==> src/design/uwbt_pkg.sv <==
// Shared constants, types and character classes for the word boundary tokenizer.
`default_nettype none

package uwbt_pkg;

  localparam int unsigned CpW        = 21;
  localparam int unsigned LengthBits = 16;
  localparam int unsigned CfgIdxW    = 1;

  localparam logic [LengthBits-1:0] LenMax = '1;

  // configuration register indexes
  localparam logic [CfgIdxW-1:0] CfgSentenceEn  = 1'd0;
  localparam logic [CfgIdxW-1:0] CfgParagraphEn = 1'd1;

  // input opcodes
  localparam logic OpText = 1'b0;
  localparam logic OpEnd  = 1'b1;

  // result kinds
  localparam logic KindCodepoint = 1'b0;
  localparam logic KindRecord    = 1'b1;

  // code points that take part in paragraph breaks
  localparam logic [CpW-1:0] CpLineFeed  = 21'h00000A;
  localparam logic [CpW-1:0] CpFormFeed  = 21'h00000C;
  localparam logic [CpW-1:0] CpParaSep   = 21'h002029;

  // result queue geometry
  localparam int unsigned RqDepth = 4;
  localparam int unsigned RqPtrW  = $clog2(RqDepth);
  localparam int unsigned RqCntW  = $clog2(RqDepth + 1);

  typedef struct packed {
    logic                  kind;
    logic [CpW-1:0]        word_codepoint;
    logic                  first_of_word;
    logic [LengthBits-1:0] word_length;
    logic                  sentence_end;
    logic                  paragraph_end;
    logic                  end_of_document;
    logic                  last_in_run;
  } result_t;

  // up to two results written into the queue in one cycle
  typedef struct packed {
    logic [1:0] n;
    result_t    r0;
    result_t    r1;
  } push_t;

  function automatic logic is_space(input logic [CpW-1:0] c);
    logic hit;
    hit = 1'b0;
    if (c >= 21'h000009 && c <= 21'h00000D) hit = 1'b1;
    if (c == 21'h000020 || c == 21'h0000A0 || c == 21'h001680) hit = 1'b1;
    if (c >= 21'h002000 && c <= 21'h00200A) hit = 1'b1;
    if (c == 21'h002028 || c == 21'h002029 || c == 21'h00202F ||
        c == 21'h00205F || c == 21'h003000) hit = 1'b1;
    return hit;
  endfunction

  function automatic logic is_ender(input logic [CpW-1:0] c);
    logic hit;
    hit = 1'b0;
    case (c)
      21'h00002E, 21'h000021, 21'h00003F,
      21'h003002, 21'h00FF01, 21'h00FF1F, 21'h00FF0E,
      21'h0006D4, 21'h00061F,
      21'h000964, 21'h000965,
      21'h000589, 21'h00055C, 21'h00055E,
      21'h00037E,
      21'h001362, 21'h001367, 21'h001368,
      21'h00104A, 21'h00104B,
      21'h000F0D, 21'h000F0E,
      21'h0010FB,
      21'h0017D4, 21'h0017D5: hit = 1'b1;
      default:                hit = 1'b0;
    endcase
    return hit;
  endfunction

endpackage

`default_nettype wire

==> src/design/uwbt_if.sv <==
// Handshake channels: text input, result output and configuration writes.
`default_nettype none

interface uwbt_in_if;
  logic                     valid;
  logic                     ready;
  logic                     opcode;
  logic [uwbt_pkg::CpW-1:0] codepoint;
  modport source (output valid, opcode, codepoint, input ready);
  modport sink   (input valid, opcode, codepoint, output ready);
endinterface

interface uwbt_out_if;
  logic                            valid;
  logic                            ready;
  logic                            kind;
  logic [uwbt_pkg::CpW-1:0]        word_codepoint;
  logic                            first_of_word;
  logic [uwbt_pkg::LengthBits-1:0] word_length;
  logic                            sentence_end;
  logic                            paragraph_end;
  logic                            end_of_document;
  logic                            last_in_run;
  modport source (output valid, kind, word_codepoint, first_of_word, word_length,
                  sentence_end, paragraph_end, end_of_document, last_in_run,
                  input ready);
  modport sink   (input valid, kind, word_codepoint, first_of_word, word_length,
                  sentence_end, paragraph_end, end_of_document, last_in_run,
                  output ready);
endinterface

interface uwbt_cfg_if;
  logic                         valid;
  logic                         ready;
  logic [uwbt_pkg::CfgIdxW-1:0] index;
  logic                         data;
  modport source (output valid, index, data, input ready);
  modport sink   (input valid, index, data, output ready);
endinterface

`default_nettype wire

==> src/design/uwbt_rq.sv <==
// Small result queue: takes up to two results a cycle, hands out one.
`default_nettype none

module uwbt_rq (
  input  wire logic            clk_i,
  input  wire logic            rst_ni,
  input  wire uwbt_pkg::push_t push_i,
  output logic                 room_o,
  uwbt_out_if.source           out_o
);

  uwbt_pkg::result_t                 mem_q [uwbt_pkg::RqDepth];
  logic [uwbt_pkg::RqPtrW-1:0]       wr_ptr_q, wr_ptr_d, rd_ptr_q, rd_ptr_d;
  logic [uwbt_pkg::RqCntW-1:0]       count_q, count_d;
  logic                              pop;
  logic [uwbt_pkg::RqPtrW-1:0]       wr_ptr_nx;
  uwbt_pkg::result_t                 head;

  assign head      = mem_q[rd_ptr_q];
  assign pop       = out_o.valid && out_o.ready;
  assign wr_ptr_nx = wr_ptr_q + uwbt_pkg::RqPtrW'(1);

  // two free slots are needed before the next item may be processed
  assign room_o = (count_q <= uwbt_pkg::RqCntW'(uwbt_pkg::RqDepth - 2));

  always_comb begin
    wr_ptr_d = wr_ptr_q + uwbt_pkg::RqPtrW'(push_i.n);
    rd_ptr_d = rd_ptr_q + uwbt_pkg::RqPtrW'(pop);
    count_d  = count_q + uwbt_pkg::RqCntW'(push_i.n) - uwbt_pkg::RqCntW'(pop);
  end

  always_ff @(posedge clk_i or negedge rst_ni) begin
    if (!rst_ni) begin
      wr_ptr_q <= '0;
      rd_ptr_q <= '0;
      count_q  <= '0;
    end else begin
      wr_ptr_q <= wr_ptr_d;
      rd_ptr_q <= rd_ptr_d;
      count_q  <= count_d;
    end
  end

  always_ff @(posedge clk_i) begin
    if (push_i.n != 2'd0) begin
      mem_q[wr_ptr_q] <= push_i.r0;
    end
    if (push_i.n == 2'd2) begin
      mem_q[wr_ptr_nx] <= push_i.r1;
    end
  end

  assign out_o.valid           = (count_q != '0);
  assign out_o.kind            = head.kind;
  assign out_o.word_codepoint  = head.word_codepoint;
  assign out_o.first_of_word   = head.first_of_word;
  assign out_o.word_length     = head.word_length;
  assign out_o.sentence_end    = head.sentence_end;
  assign out_o.paragraph_end   = head.paragraph_end;
  assign out_o.end_of_document = head.end_of_document;
  assign out_o.last_in_run     = head.last_in_run;

  a_no_overflow: assert property (@(posedge clk_i) disable iff (!rst_ni)
    count_q <= uwbt_pkg::RqCntW'(uwbt_pkg::RqDepth))
    else $error("result queue overflow");

endmodule

`default_nettype wire

==> src/design/unicode_word_boundary_tokenizer_unit.sv <==
// Top level of the streaming whitespace word tokenizer.
`default_nettype none

// Streaming word tokenizer. One code point (or an end-of-text item) is taken
// per cycle on in_i. Each item is classified on the way into an input
// register (whitespace, sentence ender, line feed, form feed, paragraph
// separator); once the queue has room, one pass of compare logic updates the word
// state and writes zero, one or two results into a four-entry result queue
// that drives out_o. Non-whitespace code points come out as word code points,
// the first of each word flagged. A word's closing record (length,
// sentence end, paragraph end) is held back through the following whitespace
// and sent just before the next word's first code point, or on end of text,
// which always closes a paragraph and returns the stream state to reset.
// Rate: one item per cycle while results are taken at one per cycle. An
// item that starts a word after a closed one yields two results, but the
// whitespace that closed that word yielded none, so results never outrun
// items. The input stalls only while the queue has fewer than two free
// slots, i.e. when the receiver holds off. An item's results pass through
// the input register and then the result queue before they are taken. Configuration
// writes are taken in any cycle (cfg_i.ready is held high) and should only be
// issued while the block is idle.
module unicode_word_boundary_tokenizer_unit (
  input  wire logic  clk_i,
  input  wire logic  rst_ni,
  uwbt_in_if.sink    in_i,
  uwbt_out_if.source out_o,
  uwbt_cfg_if.sink   cfg_i
);

  // ---- configuration registers ----
  logic sent_en_q, para_en_q;

  assign cfg_i.ready = 1'b1;

  always_ff @(posedge clk_i or negedge rst_ni) begin
    if (!rst_ni) begin
      sent_en_q <= 1'b1;
      para_en_q <= 1'b1;
    end else if (cfg_i.valid) begin
      case (cfg_i.index)
        uwbt_pkg::CfgSentenceEn:  sent_en_q <= cfg_i.data;
        uwbt_pkg::CfgParagraphEn: para_en_q <= cfg_i.data;
        default: ;
      endcase
    end
  end

  // ---- input register with precomputed character classes ----
  logic                     s_valid_q;
  logic                     s_op_q;
  logic [uwbt_pkg::CpW-1:0] s_cp_q;
  logic                     s_ws_q, s_ender_q, s_lf_q, s_ff_q, s_ps_q;
  logic                     room;
  logic                     advance;

  assign advance    = s_valid_q && room;
  assign in_i.ready = !s_valid_q || advance;

  always_ff @(posedge clk_i or negedge rst_ni) begin
    if (!rst_ni) begin
      s_valid_q <= 1'b0;
    end else if (in_i.ready) begin
      s_valid_q <= in_i.valid;
    end
  end

  always_ff @(posedge clk_i) begin
    if (in_i.valid && in_i.ready) begin
      s_op_q    <= in_i.opcode;
      s_cp_q    <= in_i.codepoint;
      s_ws_q    <= uwbt_pkg::is_space(in_i.codepoint);
      s_ender_q <= uwbt_pkg::is_ender(in_i.codepoint);
      s_lf_q    <= (in_i.codepoint == uwbt_pkg::CpLineFeed);
      s_ff_q    <= (in_i.codepoint == uwbt_pkg::CpFormFeed);
      s_ps_q    <= (in_i.codepoint == uwbt_pkg::CpParaSep);
    end
  end

  // ---- stream state ----
  // The previous code point only matters through three classes, so those
  // are kept instead of the code point itself.
  logic                            prev_lf_q, prev_ff_q, prev_ps_q;
  logic                            prev_lf_d, prev_ff_d, prev_ps_d;
  logic                            word_open_q, word_open_d;
  logic [uwbt_pkg::LengthBits-1:0] open_len_q, open_len_d;
  logic                            open_ender_q, open_ender_d;
  logic                            held_valid_q, held_valid_d;
  logic [uwbt_pkg::LengthBits-1:0] held_len_q, held_len_d;
  logic                            held_es_q, held_es_d;
  logic                            held_ep_q, held_ep_d;

  uwbt_pkg::push_t   push;
  uwbt_pkg::result_t rec, cp_res;
  logic              para_brk;

  assign para_brk = (prev_lf_q && s_lf_q) || prev_ps_q || s_ps_q || prev_ff_q || s_ff_q;

  always_comb begin
    prev_lf_d    = prev_lf_q;
    prev_ff_d    = prev_ff_q;
    prev_ps_d    = prev_ps_q;
    word_open_d  = word_open_q;
    open_len_d   = open_len_q;
    open_ender_d = open_ender_q;
    held_valid_d = held_valid_q;
    held_len_d   = held_len_q;
    held_es_d    = held_es_q;
    held_ep_d    = held_ep_q;

    // closing record, from the open word or from the held one
    rec                 = '0;
    rec.kind            = uwbt_pkg::KindRecord;
    rec.word_length     = word_open_q ? open_len_q : held_len_q;
    rec.sentence_end    = word_open_q ? (open_ender_q && sent_en_q) : held_es_q;
    rec.paragraph_end   = word_open_q ? 1'b1 : held_ep_q;
    rec.end_of_document = (s_op_q == uwbt_pkg::OpEnd);

    cp_res                = '0;
    cp_res.kind           = uwbt_pkg::KindCodepoint;
    cp_res.word_codepoint = s_cp_q;
    cp_res.first_of_word  = !word_open_q;
    cp_res.last_in_run    = 1'b1;

    push    = '0;
    push.r0 = rec;
    push.r1 = cp_res;

    if (advance) begin
      if (s_op_q == uwbt_pkg::OpEnd) begin
        if (word_open_q || held_valid_q) begin
          // end of text closes a paragraph, held word or not
          push.n                = 2'd1;
          push.r0.paragraph_end = 1'b1;
          push.r0.last_in_run   = 1'b1;
        end
        prev_lf_d    = 1'b0;
        prev_ff_d    = 1'b0;
        prev_ps_d    = 1'b0;
        word_open_d  = 1'b0;
        open_len_d   = '0;
        open_ender_d = 1'b0;
        held_valid_d = 1'b0;
        held_len_d   = '0;
        held_es_d    = 1'b0;
        held_ep_d    = 1'b0;
      end else if (s_ws_q) begin
        if (word_open_q) begin
          held_valid_d = 1'b1;
          held_len_d   = open_len_q;
          held_es_d    = open_ender_q && sent_en_q;
          held_ep_d    = 1'b0;
          word_open_d  = 1'b0;
          open_len_d   = '0;
          open_ender_d = 1'b0;
        end
        if (held_valid_d && para_en_q && para_brk) begin
          held_ep_d = 1'b1;
        end
        prev_lf_d = s_lf_q;
        prev_ff_d = s_ff_q;
        prev_ps_d = s_ps_q;
      end else begin
        if (!word_open_q) begin
          if (held_valid_q) begin
            // held record goes out ahead of the new word's first code point
            push.n = 2'd2;
          end else begin
            push.n  = 2'd1;
            push.r0 = cp_res;
          end
          held_valid_d = 1'b0;
          held_len_d   = '0;
          held_es_d    = 1'b0;
          held_ep_d    = 1'b0;
          word_open_d  = 1'b1;
          open_len_d   = uwbt_pkg::LengthBits'(1);
        end else begin
          push.n  = 2'd1;
          push.r0 = cp_res;
          if (open_len_q != uwbt_pkg::LenMax) begin
            open_len_d = open_len_q + uwbt_pkg::LengthBits'(1);
          end
        end
        open_ender_d = s_ender_q;
        prev_lf_d    = s_lf_q;
        prev_ff_d    = s_ff_q;
        prev_ps_d    = s_ps_q;
      end
    end
  end

  always_ff @(posedge clk_i or negedge rst_ni) begin
    if (!rst_ni) begin
      prev_lf_q    <= 1'b0;
      prev_ff_q    <= 1'b0;
      prev_ps_q    <= 1'b0;
      word_open_q  <= 1'b0;
      open_len_q   <= '0;
      open_ender_q <= 1'b0;
      held_valid_q <= 1'b0;
      held_len_q   <= '0;
      held_es_q    <= 1'b0;
      held_ep_q    <= 1'b0;
    end else begin
      prev_lf_q    <= prev_lf_d;
      prev_ff_q    <= prev_ff_d;
      prev_ps_q    <= prev_ps_d;
      word_open_q  <= word_open_d;
      open_len_q   <= open_len_d;
      open_ender_q <= open_ender_d;
      held_valid_q <= held_valid_d;
      held_len_q   <= held_len_d;
      held_es_q    <= held_es_d;
      held_ep_q    <= held_ep_d;
    end
  end

  // ---- result queue ----
  uwbt_rq u_rq (
    .clk_i  (clk_i),
    .rst_ni (rst_ni),
    .push_i (push),
    .room_o (room),
    .out_o  (out_o)
  );

  // ---- assertions ----
  a_open_xor_held: assert property (@(posedge clk_i) disable iff (!rst_ni)
    !(word_open_q && held_valid_q))
    else $error("open and held word at the same time");

  a_len_tracks_open: assert property (@(posedge clk_i) disable iff (!rst_ni)
    word_open_q == (open_len_q != '0))
    else $error("open word length out of step with word state");

  a_end_clears: assert property (@(posedge clk_i) disable iff (!rst_ni)
    (advance && s_op_q == uwbt_pkg::OpEnd) |=>
      (!word_open_q && !held_valid_q && !prev_lf_q && !prev_ff_q && !prev_ps_q))
    else $error("end of text did not clear stream state");

  a_para_needs_held: assert property (@(posedge clk_i) disable iff (!rst_ni)
    held_ep_q |-> held_valid_q)
    else $error("paragraph mark without a held word");

endmodule

`default_nettype wire
==> src/flat_wrapper.sv <==
// flat-port wrapper written by rule: the top's interface ports become plain ports
module unicode_word_boundary_tokenizer_unit_flat 
  (clk_i, rst_ni, in_i_valid, in_i_opcode, in_i_codepoint, in_i_ready, out_o_valid, out_o_kind, out_o_word_codepoint, out_o_first_of_word, out_o_word_length, out_o_sentence_end, out_o_paragraph_end, out_o_end_of_document, out_o_last_in_run, out_o_ready, cfg_i_valid, cfg_i_index, cfg_i_data, cfg_i_ready);
  uwbt_in_if in_i_i ();
  uwbt_out_if out_o_i ();
  uwbt_cfg_if cfg_i_i ();
  input  wire logic clk_i;
  input  wire logic rst_ni;
  input wire logic [$bits(in_i_i.valid)-1:0] in_i_valid;
  input wire logic [$bits(in_i_i.opcode)-1:0] in_i_opcode;
  input wire logic [$bits(in_i_i.codepoint)-1:0] in_i_codepoint;
  output wire logic [$bits(in_i_i.ready)-1:0] in_i_ready;
  output wire logic [$bits(out_o_i.valid)-1:0] out_o_valid;
  output wire logic [$bits(out_o_i.kind)-1:0] out_o_kind;
  output wire logic [$bits(out_o_i.word_codepoint)-1:0] out_o_word_codepoint;
  output wire logic [$bits(out_o_i.first_of_word)-1:0] out_o_first_of_word;
  output wire logic [$bits(out_o_i.word_length)-1:0] out_o_word_length;
  output wire logic [$bits(out_o_i.sentence_end)-1:0] out_o_sentence_end;
  output wire logic [$bits(out_o_i.paragraph_end)-1:0] out_o_paragraph_end;
  output wire logic [$bits(out_o_i.end_of_document)-1:0] out_o_end_of_document;
  output wire logic [$bits(out_o_i.last_in_run)-1:0] out_o_last_in_run;
  input wire logic [$bits(out_o_i.ready)-1:0] out_o_ready;
  input wire logic [$bits(cfg_i_i.valid)-1:0] cfg_i_valid;
  input wire logic [$bits(cfg_i_i.index)-1:0] cfg_i_index;
  input wire logic [$bits(cfg_i_i.data)-1:0] cfg_i_data;
  output wire logic [$bits(cfg_i_i.ready)-1:0] cfg_i_ready;
  assign in_i_i.valid = in_i_valid;
  assign in_i_i.opcode = in_i_opcode;
  assign in_i_i.codepoint = in_i_codepoint;
  assign in_i_ready = in_i_i.ready;
  assign out_o_valid = out_o_i.valid;
  assign out_o_kind = out_o_i.kind;
  assign out_o_word_codepoint = out_o_i.word_codepoint;
  assign out_o_first_of_word = out_o_i.first_of_word;
  assign out_o_word_length = out_o_i.word_length;
  assign out_o_sentence_end = out_o_i.sentence_end;
  assign out_o_paragraph_end = out_o_i.paragraph_end;
  assign out_o_end_of_document = out_o_i.end_of_document;
  assign out_o_last_in_run = out_o_i.last_in_run;
  assign out_o_i.ready = out_o_ready;
  assign cfg_i_i.valid = cfg_i_valid;
  assign cfg_i_i.index = cfg_i_index;
  assign cfg_i_i.data = cfg_i_data;
  assign cfg_i_ready = cfg_i_i.ready;
  unicode_word_boundary_tokenizer_unit u_core (.clk_i(clk_i), .rst_ni(rst_ni), .in_i(in_i_i), .out_o(out_o_i), .cfg_i(cfg_i_i));
endmodule
==> config.mk <==
export PLATFORM = sky130hd
export DESIGN_NAME = unicode_word_boundary_tokenizer_unit_flat
export DESIGN_NICKNAME = d
export VERILOG_FILES = /design/src/design/uwbt_pkg.sv /design/src/design/uwbt_if.sv /design/src/design/uwbt_rq.sv /design/src/design/unicode_word_boundary_tokenizer_unit.sv /design/src/flat_wrapper.sv
export SDC_FILE = /design/constraint.sdc
export NUM_CORES = 1
export LEC_CHECK = 0
export ABC_AREA = 1
export BUFFER_PORTS_ARGS = -buffer_cell sky130_fd_sc_hd__buf_2
export CAP_MARGIN = 25
export CORE_ASPECT_RATIO = 1.4
export CORE_MARGIN = 1.5
export CORE_UTILIZATION = 44
export CTS_BUF_LIST = sky130_fd_sc_hd__clkbuf_8 sky130_fd_sc_hd__clkbuf_16
export CTS_CLUSTER_SIZE = 14
export DETAILED_ROUTE_END_ITERATION = 10
export PLACE_DENSITY = 0.66
export SKIP_LAST_GASP = 1
export SYNTH_ARGS = -nofsm -noshare
export SYNTH_HDL_FRONTEND = slang
export SYNTH_SLANG_ARGS = --single-unit
export TNS_END_PERCENT = 100
==> constraint.sdc <==
create_clock -name clk_i -period 3.03 [get_ports clk_i]
set_input_delay 0.1515 -clock clk_i [delete_from_list [all_inputs] [get_ports clk_i]]
set_output_delay 0.1515 -clock clk_i [all_outputs]
set_load 0.03 [all_outputs]
==> results.tsv <==
stage	metric	value	unit
power	clock group share of total power	0.243	
setup_path	Worst Setup SP	u_core.u_rq.rd_ptr_q[1]	
detailed_routing	Detailed Route WL	30400	um
global_routing	initial antenna violation count	0	
place	input/output buffers	73	
timing	setup TNS	0	ns
detailed_routing	drt pass-1 iters	5	
clocking	cts bufs inserted	25	
setup_path	Crit. End Element	output port	
global_routing	Remaining Overflow, GRT	0	
place	post-place instance area	12400	um^2
cells_and_area	share of cells above drive strength 1	0.122	
power	Comb pwr share	0.400	
power	Final Power	13500	uW
setup_path	slowest cell on the critical path	inv_1	
place	DP HPWL	20200	um
synth	Mapped Nets	1468	
global_routing	first-pass GRT wire length	48100	um
synth	Post-Synth Simple-Gate Area	0.244	
cells_and_area	register area	6390	um^2
setup_path	cell count along the critical path	5	
detailed_routing	Vias per Instance	5.28	
synth	sequential area share after synthesis	0.542	
synth	Synth Warn #	0	
timing	final hold viol count	0	
timing	Slew headroom	0.458	
timing	Slew Limit Fails	0	
floorplanning	Die Footprint	27800	um^2
synth	multiplexer share of the synthesized area	0	
clocking	latest clock arrival within the worst-skew pair	0.53	ns
cells_and_area	final-layout fill cell count	2429	
setup_path	crit path to	out_o_end_of_document	
clocking	CTS sink cnt	249	
timing	FMAX	0.391	GHz
synth	Synth Area in Adders	0.00807	
power	Sequential Power Share	0.357	
power	Pleak	0.00588	uW
setup_path	Worst Path Arrival	2.41	ns
synth	Mapped Area	11800	um^2
cells_and_area	Area Overhead vs Synth	15.2	%
setup_path	Setup crit start kind	flop	
global_routing	pin count of the biggest net entering global routing	70	
synth	Distinct cells, synth	45	
floorplanning	number of I/O pins	75	
clocking	H-tree depth	1	
floorplanning	Die Wd	141	um
power	Pwr Density	995	nW/um^2
clocking	CTS tree	done	
clocking	Clock Tree Root	clkbuf_16	
cells_and_area	# diodes	0	
setup_path	R2R Setup Slk	0.63	ns
place	gpl congestion	0.913	
synth	largest family of logic cells by synthesized area	simple AND/OR/NAND/NOR gates	
setup_path	worst r2r src	u_core.s_ws_q	
timing	Period minus WS final	2.56	ns
detailed_routing	mean routed wirelength per cell	16.3	um
setup_path	r2r worst-path depth	11	
job	Max Cap Viol	0	
setup_path	kind of critical path	flop to output port	
floorplanning	Chip Height	197	um
detailed_routing	DR iter-0 viols	626	
setup_path	Reg-to-Reg End	u_core.u_rq.count_q[2]	
clocking	post-cts repair resize count	0	
setup_path	crit path buf inv count	3	
clocking	Clk pin slew, worst setup/hold paths	0.06	ns
power	P_int	7950	uW
synth	compound-cell area share of the yosys netlist	0.125	
setup_path	CP peak stage delay	0.49	ns
timing	RSZ-0062 raised after global routing	no	
detailed_routing	drt drc	0	
floorplanning	starting density of the core	0.450	
detailed_routing	detailed-route via count	9844	
floorplanning	core footprint	26200	um^2
setup_path	CP required	2.88	ns
power	switch share	0.411	
synth	Synth Instances	1432	
setup_path	critical-path maximum fanout	19	
run_status	status	completed	
detailed_routing	Routed Antenna Nets	0	
timing	fin crit share	0.845	
synth	mean area per synthesized cell	8.23	um^2
clocking	CTS max path bufs	3	
power	Peak VDD IR	0.535	mV
timing	Final Setup Violations	0	
setup_path	CP cell instances	inv_1, buf_4, o21ai_0, o22ai_1, buf_2	
cells_and_area	Nets	1556	
cells_and_area	Finished Layout Cells	1863	
cells_and_area	area occupied by multi-input gates	4510	um^2
power	net load switching power	5550	uW
hold_path	min-delay worst type	primary input to asynchronous set/reset pin	
synth	Synth Register Bits	249	
floorplanning	row count	70	
place	placed insts	1789	
global_routing	vias in the first global route	9499	
timing	Tightest Pin Transition	0.812	ns
setup_path	Crit path max-delay family	buffers and inverters	
synth	Synth Area in XOR/XNOR	0.00520	
cells_and_area	Final Cell Area	13600	um^2
global_routing	GRT Overall Usage	0.218	
timing	clk_skew	0.0132	ns
==> synthesized netlist by cell type, drive strengths merged <==
master / instances / share of area
xnor2: 2 / 0.0015
o211ai: 4 / 0.0025
dfxtp: 84 / 0.14
ha: 6 / 0.0064
clkbuf: 32 / 0.010
o31ai: 1 / 0.00064
a21oi: 88 / 0.038
edfxtp: 115 / 0.29
o22ai: 63 / 0.033
nand3b: 1 / 0.00064
a31oi: 2 / 0.0011
nand3: 55 / 0.025
a21boi: 1 / 0.00064
nor3: 12 / 0.0055
buf: 32 / 0.019
nor4: 2 / 0.0011
o21ai: 111 / 0.048
nand4: 9 / 0.0048
nand2: 359 / 0.12
conb: 1 / 0.00032
dfrtp: 48 / 0.10
clkinv: 1 / 0.00074
nor2: 252 / 0.085
xor2: 5 / 0.0037
dfstp: 2 / 0.0045
inv: 142 / 0.045
a22o: 1 / 0.00074
fa: 1 / 0.0017
==> area by class of cell <==
cell class                      count  area share
Clock buffer                       27      0.0481
Clock inverter                     19      0.0165
Inverter                          143      0.0401
Multi-Input combinational cell    976       0.332
Sequential cell                   249       0.471
Tap cell                          324      0.0299
Timing Repair Buffer              125      0.0627
==> through the flow <==
| step | hold slack (ns) | worst slack [ns] | util |
|---|---|---|---|
| 2_1_floorplan | -0.144 | 0.696 | - |
| 6_report | 0.0388 | 0.471 | 0.518 |
| 4_1_cts | 0.0347 | 0.528 | 0.518 |
| 5_1_grt | 0.0494 | 0.418 | 0.518 |
| 3_3_place_gp | 0.336 | 0.737 | 0.473 |
| 3_5_place_dp | 0.0655 | 0.632 | 0.474 |
==> flip-flops by register name, summed over array words and instances, names as in the netlist <==
name                  count
u_core.prev_lf_q          1
u_core.u_rq.count_q       3
u_core.s_cp_q            21
u_core.open_ender_q       1
u_core.s_ws_q             1
u_core.s_op_q             1
u_core.held_len_q        16
u_core.para_en_q          1
u_core.held_es_q          1
u_core.s_ender_q          1
u_core.sent_en_q          1
u_core.s_valid_q          1
u_core.u_rq.mem_q       172
u_core.s_ps_q             1
u_core.prev_ps_q          1
u_core.held_valid_q       1
u_core.prev_ff_q          1
u_core.u_rq.rd_ptr_q      2
u_core.u_rq.wr_ptr_q      2
u_core.held_ep_q          1
u_core.open_len_q        16
u_core.word_open_q        1
u_core.s_lf_q             1
u_core.s_ff_q             1
==> placed cells by master (no fill, tap or decap), drive strengths merged, types with 2 or more instances in the layout <==
| cell | instances |
|---|---|
| nor2 | 252 |
| inv | 147 |
| nand3 | 55 |
| a21oi | 88 |
| o22ai | 63 |
| xnor2 | 2 |
| o211ai | 4 |
| buf | 97 |
| nand2 | 359 |
| dfrtp | 48 |
| dfxtp | 84 |
| nor4 | 2 |
| bufinv | 5 |
| clkinv | 4 |
| nand4 | 9 |
| dlygate4sd3 | 28 |
| ha | 6 |
| edfxtp | 115 |
| a31oi | 2 |
| clkbuf | 27 |
| dfstp | 2 |
| clkinvlp | 6 |
| nor3 | 12 |
| o21ai | 111 |
| xor2 | 5 |
==> power groups by stage <==
| stage | clock network (uW) | registers (uW) | logic, uW |
|---|---|---|---|
| CTS | 3340 | 4810 | 5460 |
| finish | 3290 | 4810 | 5400 |
| floorplan | 0 | 4790 | 3880 |
| global route | 3470 | 4900 | 5940 |
| global placement | 0 | 4840 | 5330 |
| detailed placement | 0 | 4880 | 5400 |
==> what timing repair did <==
| item | in CTS | in global routing |
|---|---|---|
| endpoints found under the hold margin | 69 | 0 |
| hold buffers | 28 | 0 |
| endpoints found under the setup margin | 0 | 0 |
| setup buffers | 0 | 0 |
==> kinds of logic (layout without fill, tap and decap cells) <==
group	count (synthesis)	in the layout
AND/OR/NAND/NOR	690	690
AO/OA/AOI/OAI	271	271
flip-flops	249	249
buffers and inverters	207	314
adder cells (fa/ha/maj)	7	7
XOR/XNOR	7	7
other	1	1
==> layer usage <==
| layer | GRT usage | routed length (um) | vias to the layer above |
|---|---|---|---|
| met5 | 0 | 0 | - |
| met4 | 0.0922 | 1100 | 0 |
| met3 | 0.0272 | 1480 | 70 |
| met2 | 0.404 | 15700 | 264 |
| met1 | 0.251 | 12000 | 4636 |
| li1 | - | - | 4874 |
==> worst min-delay path by stage <==
stage | slack [ns] | depth (start not counted) | to
after detailed placement | 0.07 | 1 | u_core.open_len_q[13]
after CTS | 0.03 | 2 | u_core.open_len_q[3]
final | 0.04 | 2 | u_core.open_len_q[3]
after global placement | 0.34 | 2 | u_core.para_en_q
after floorplan | -0.14 | 0 | u_core.held_ep_q
after global routing | 0.05 | 2 | u_core.open_len_q[3]
Note: power is estimated with default switching activity, not from simulation.
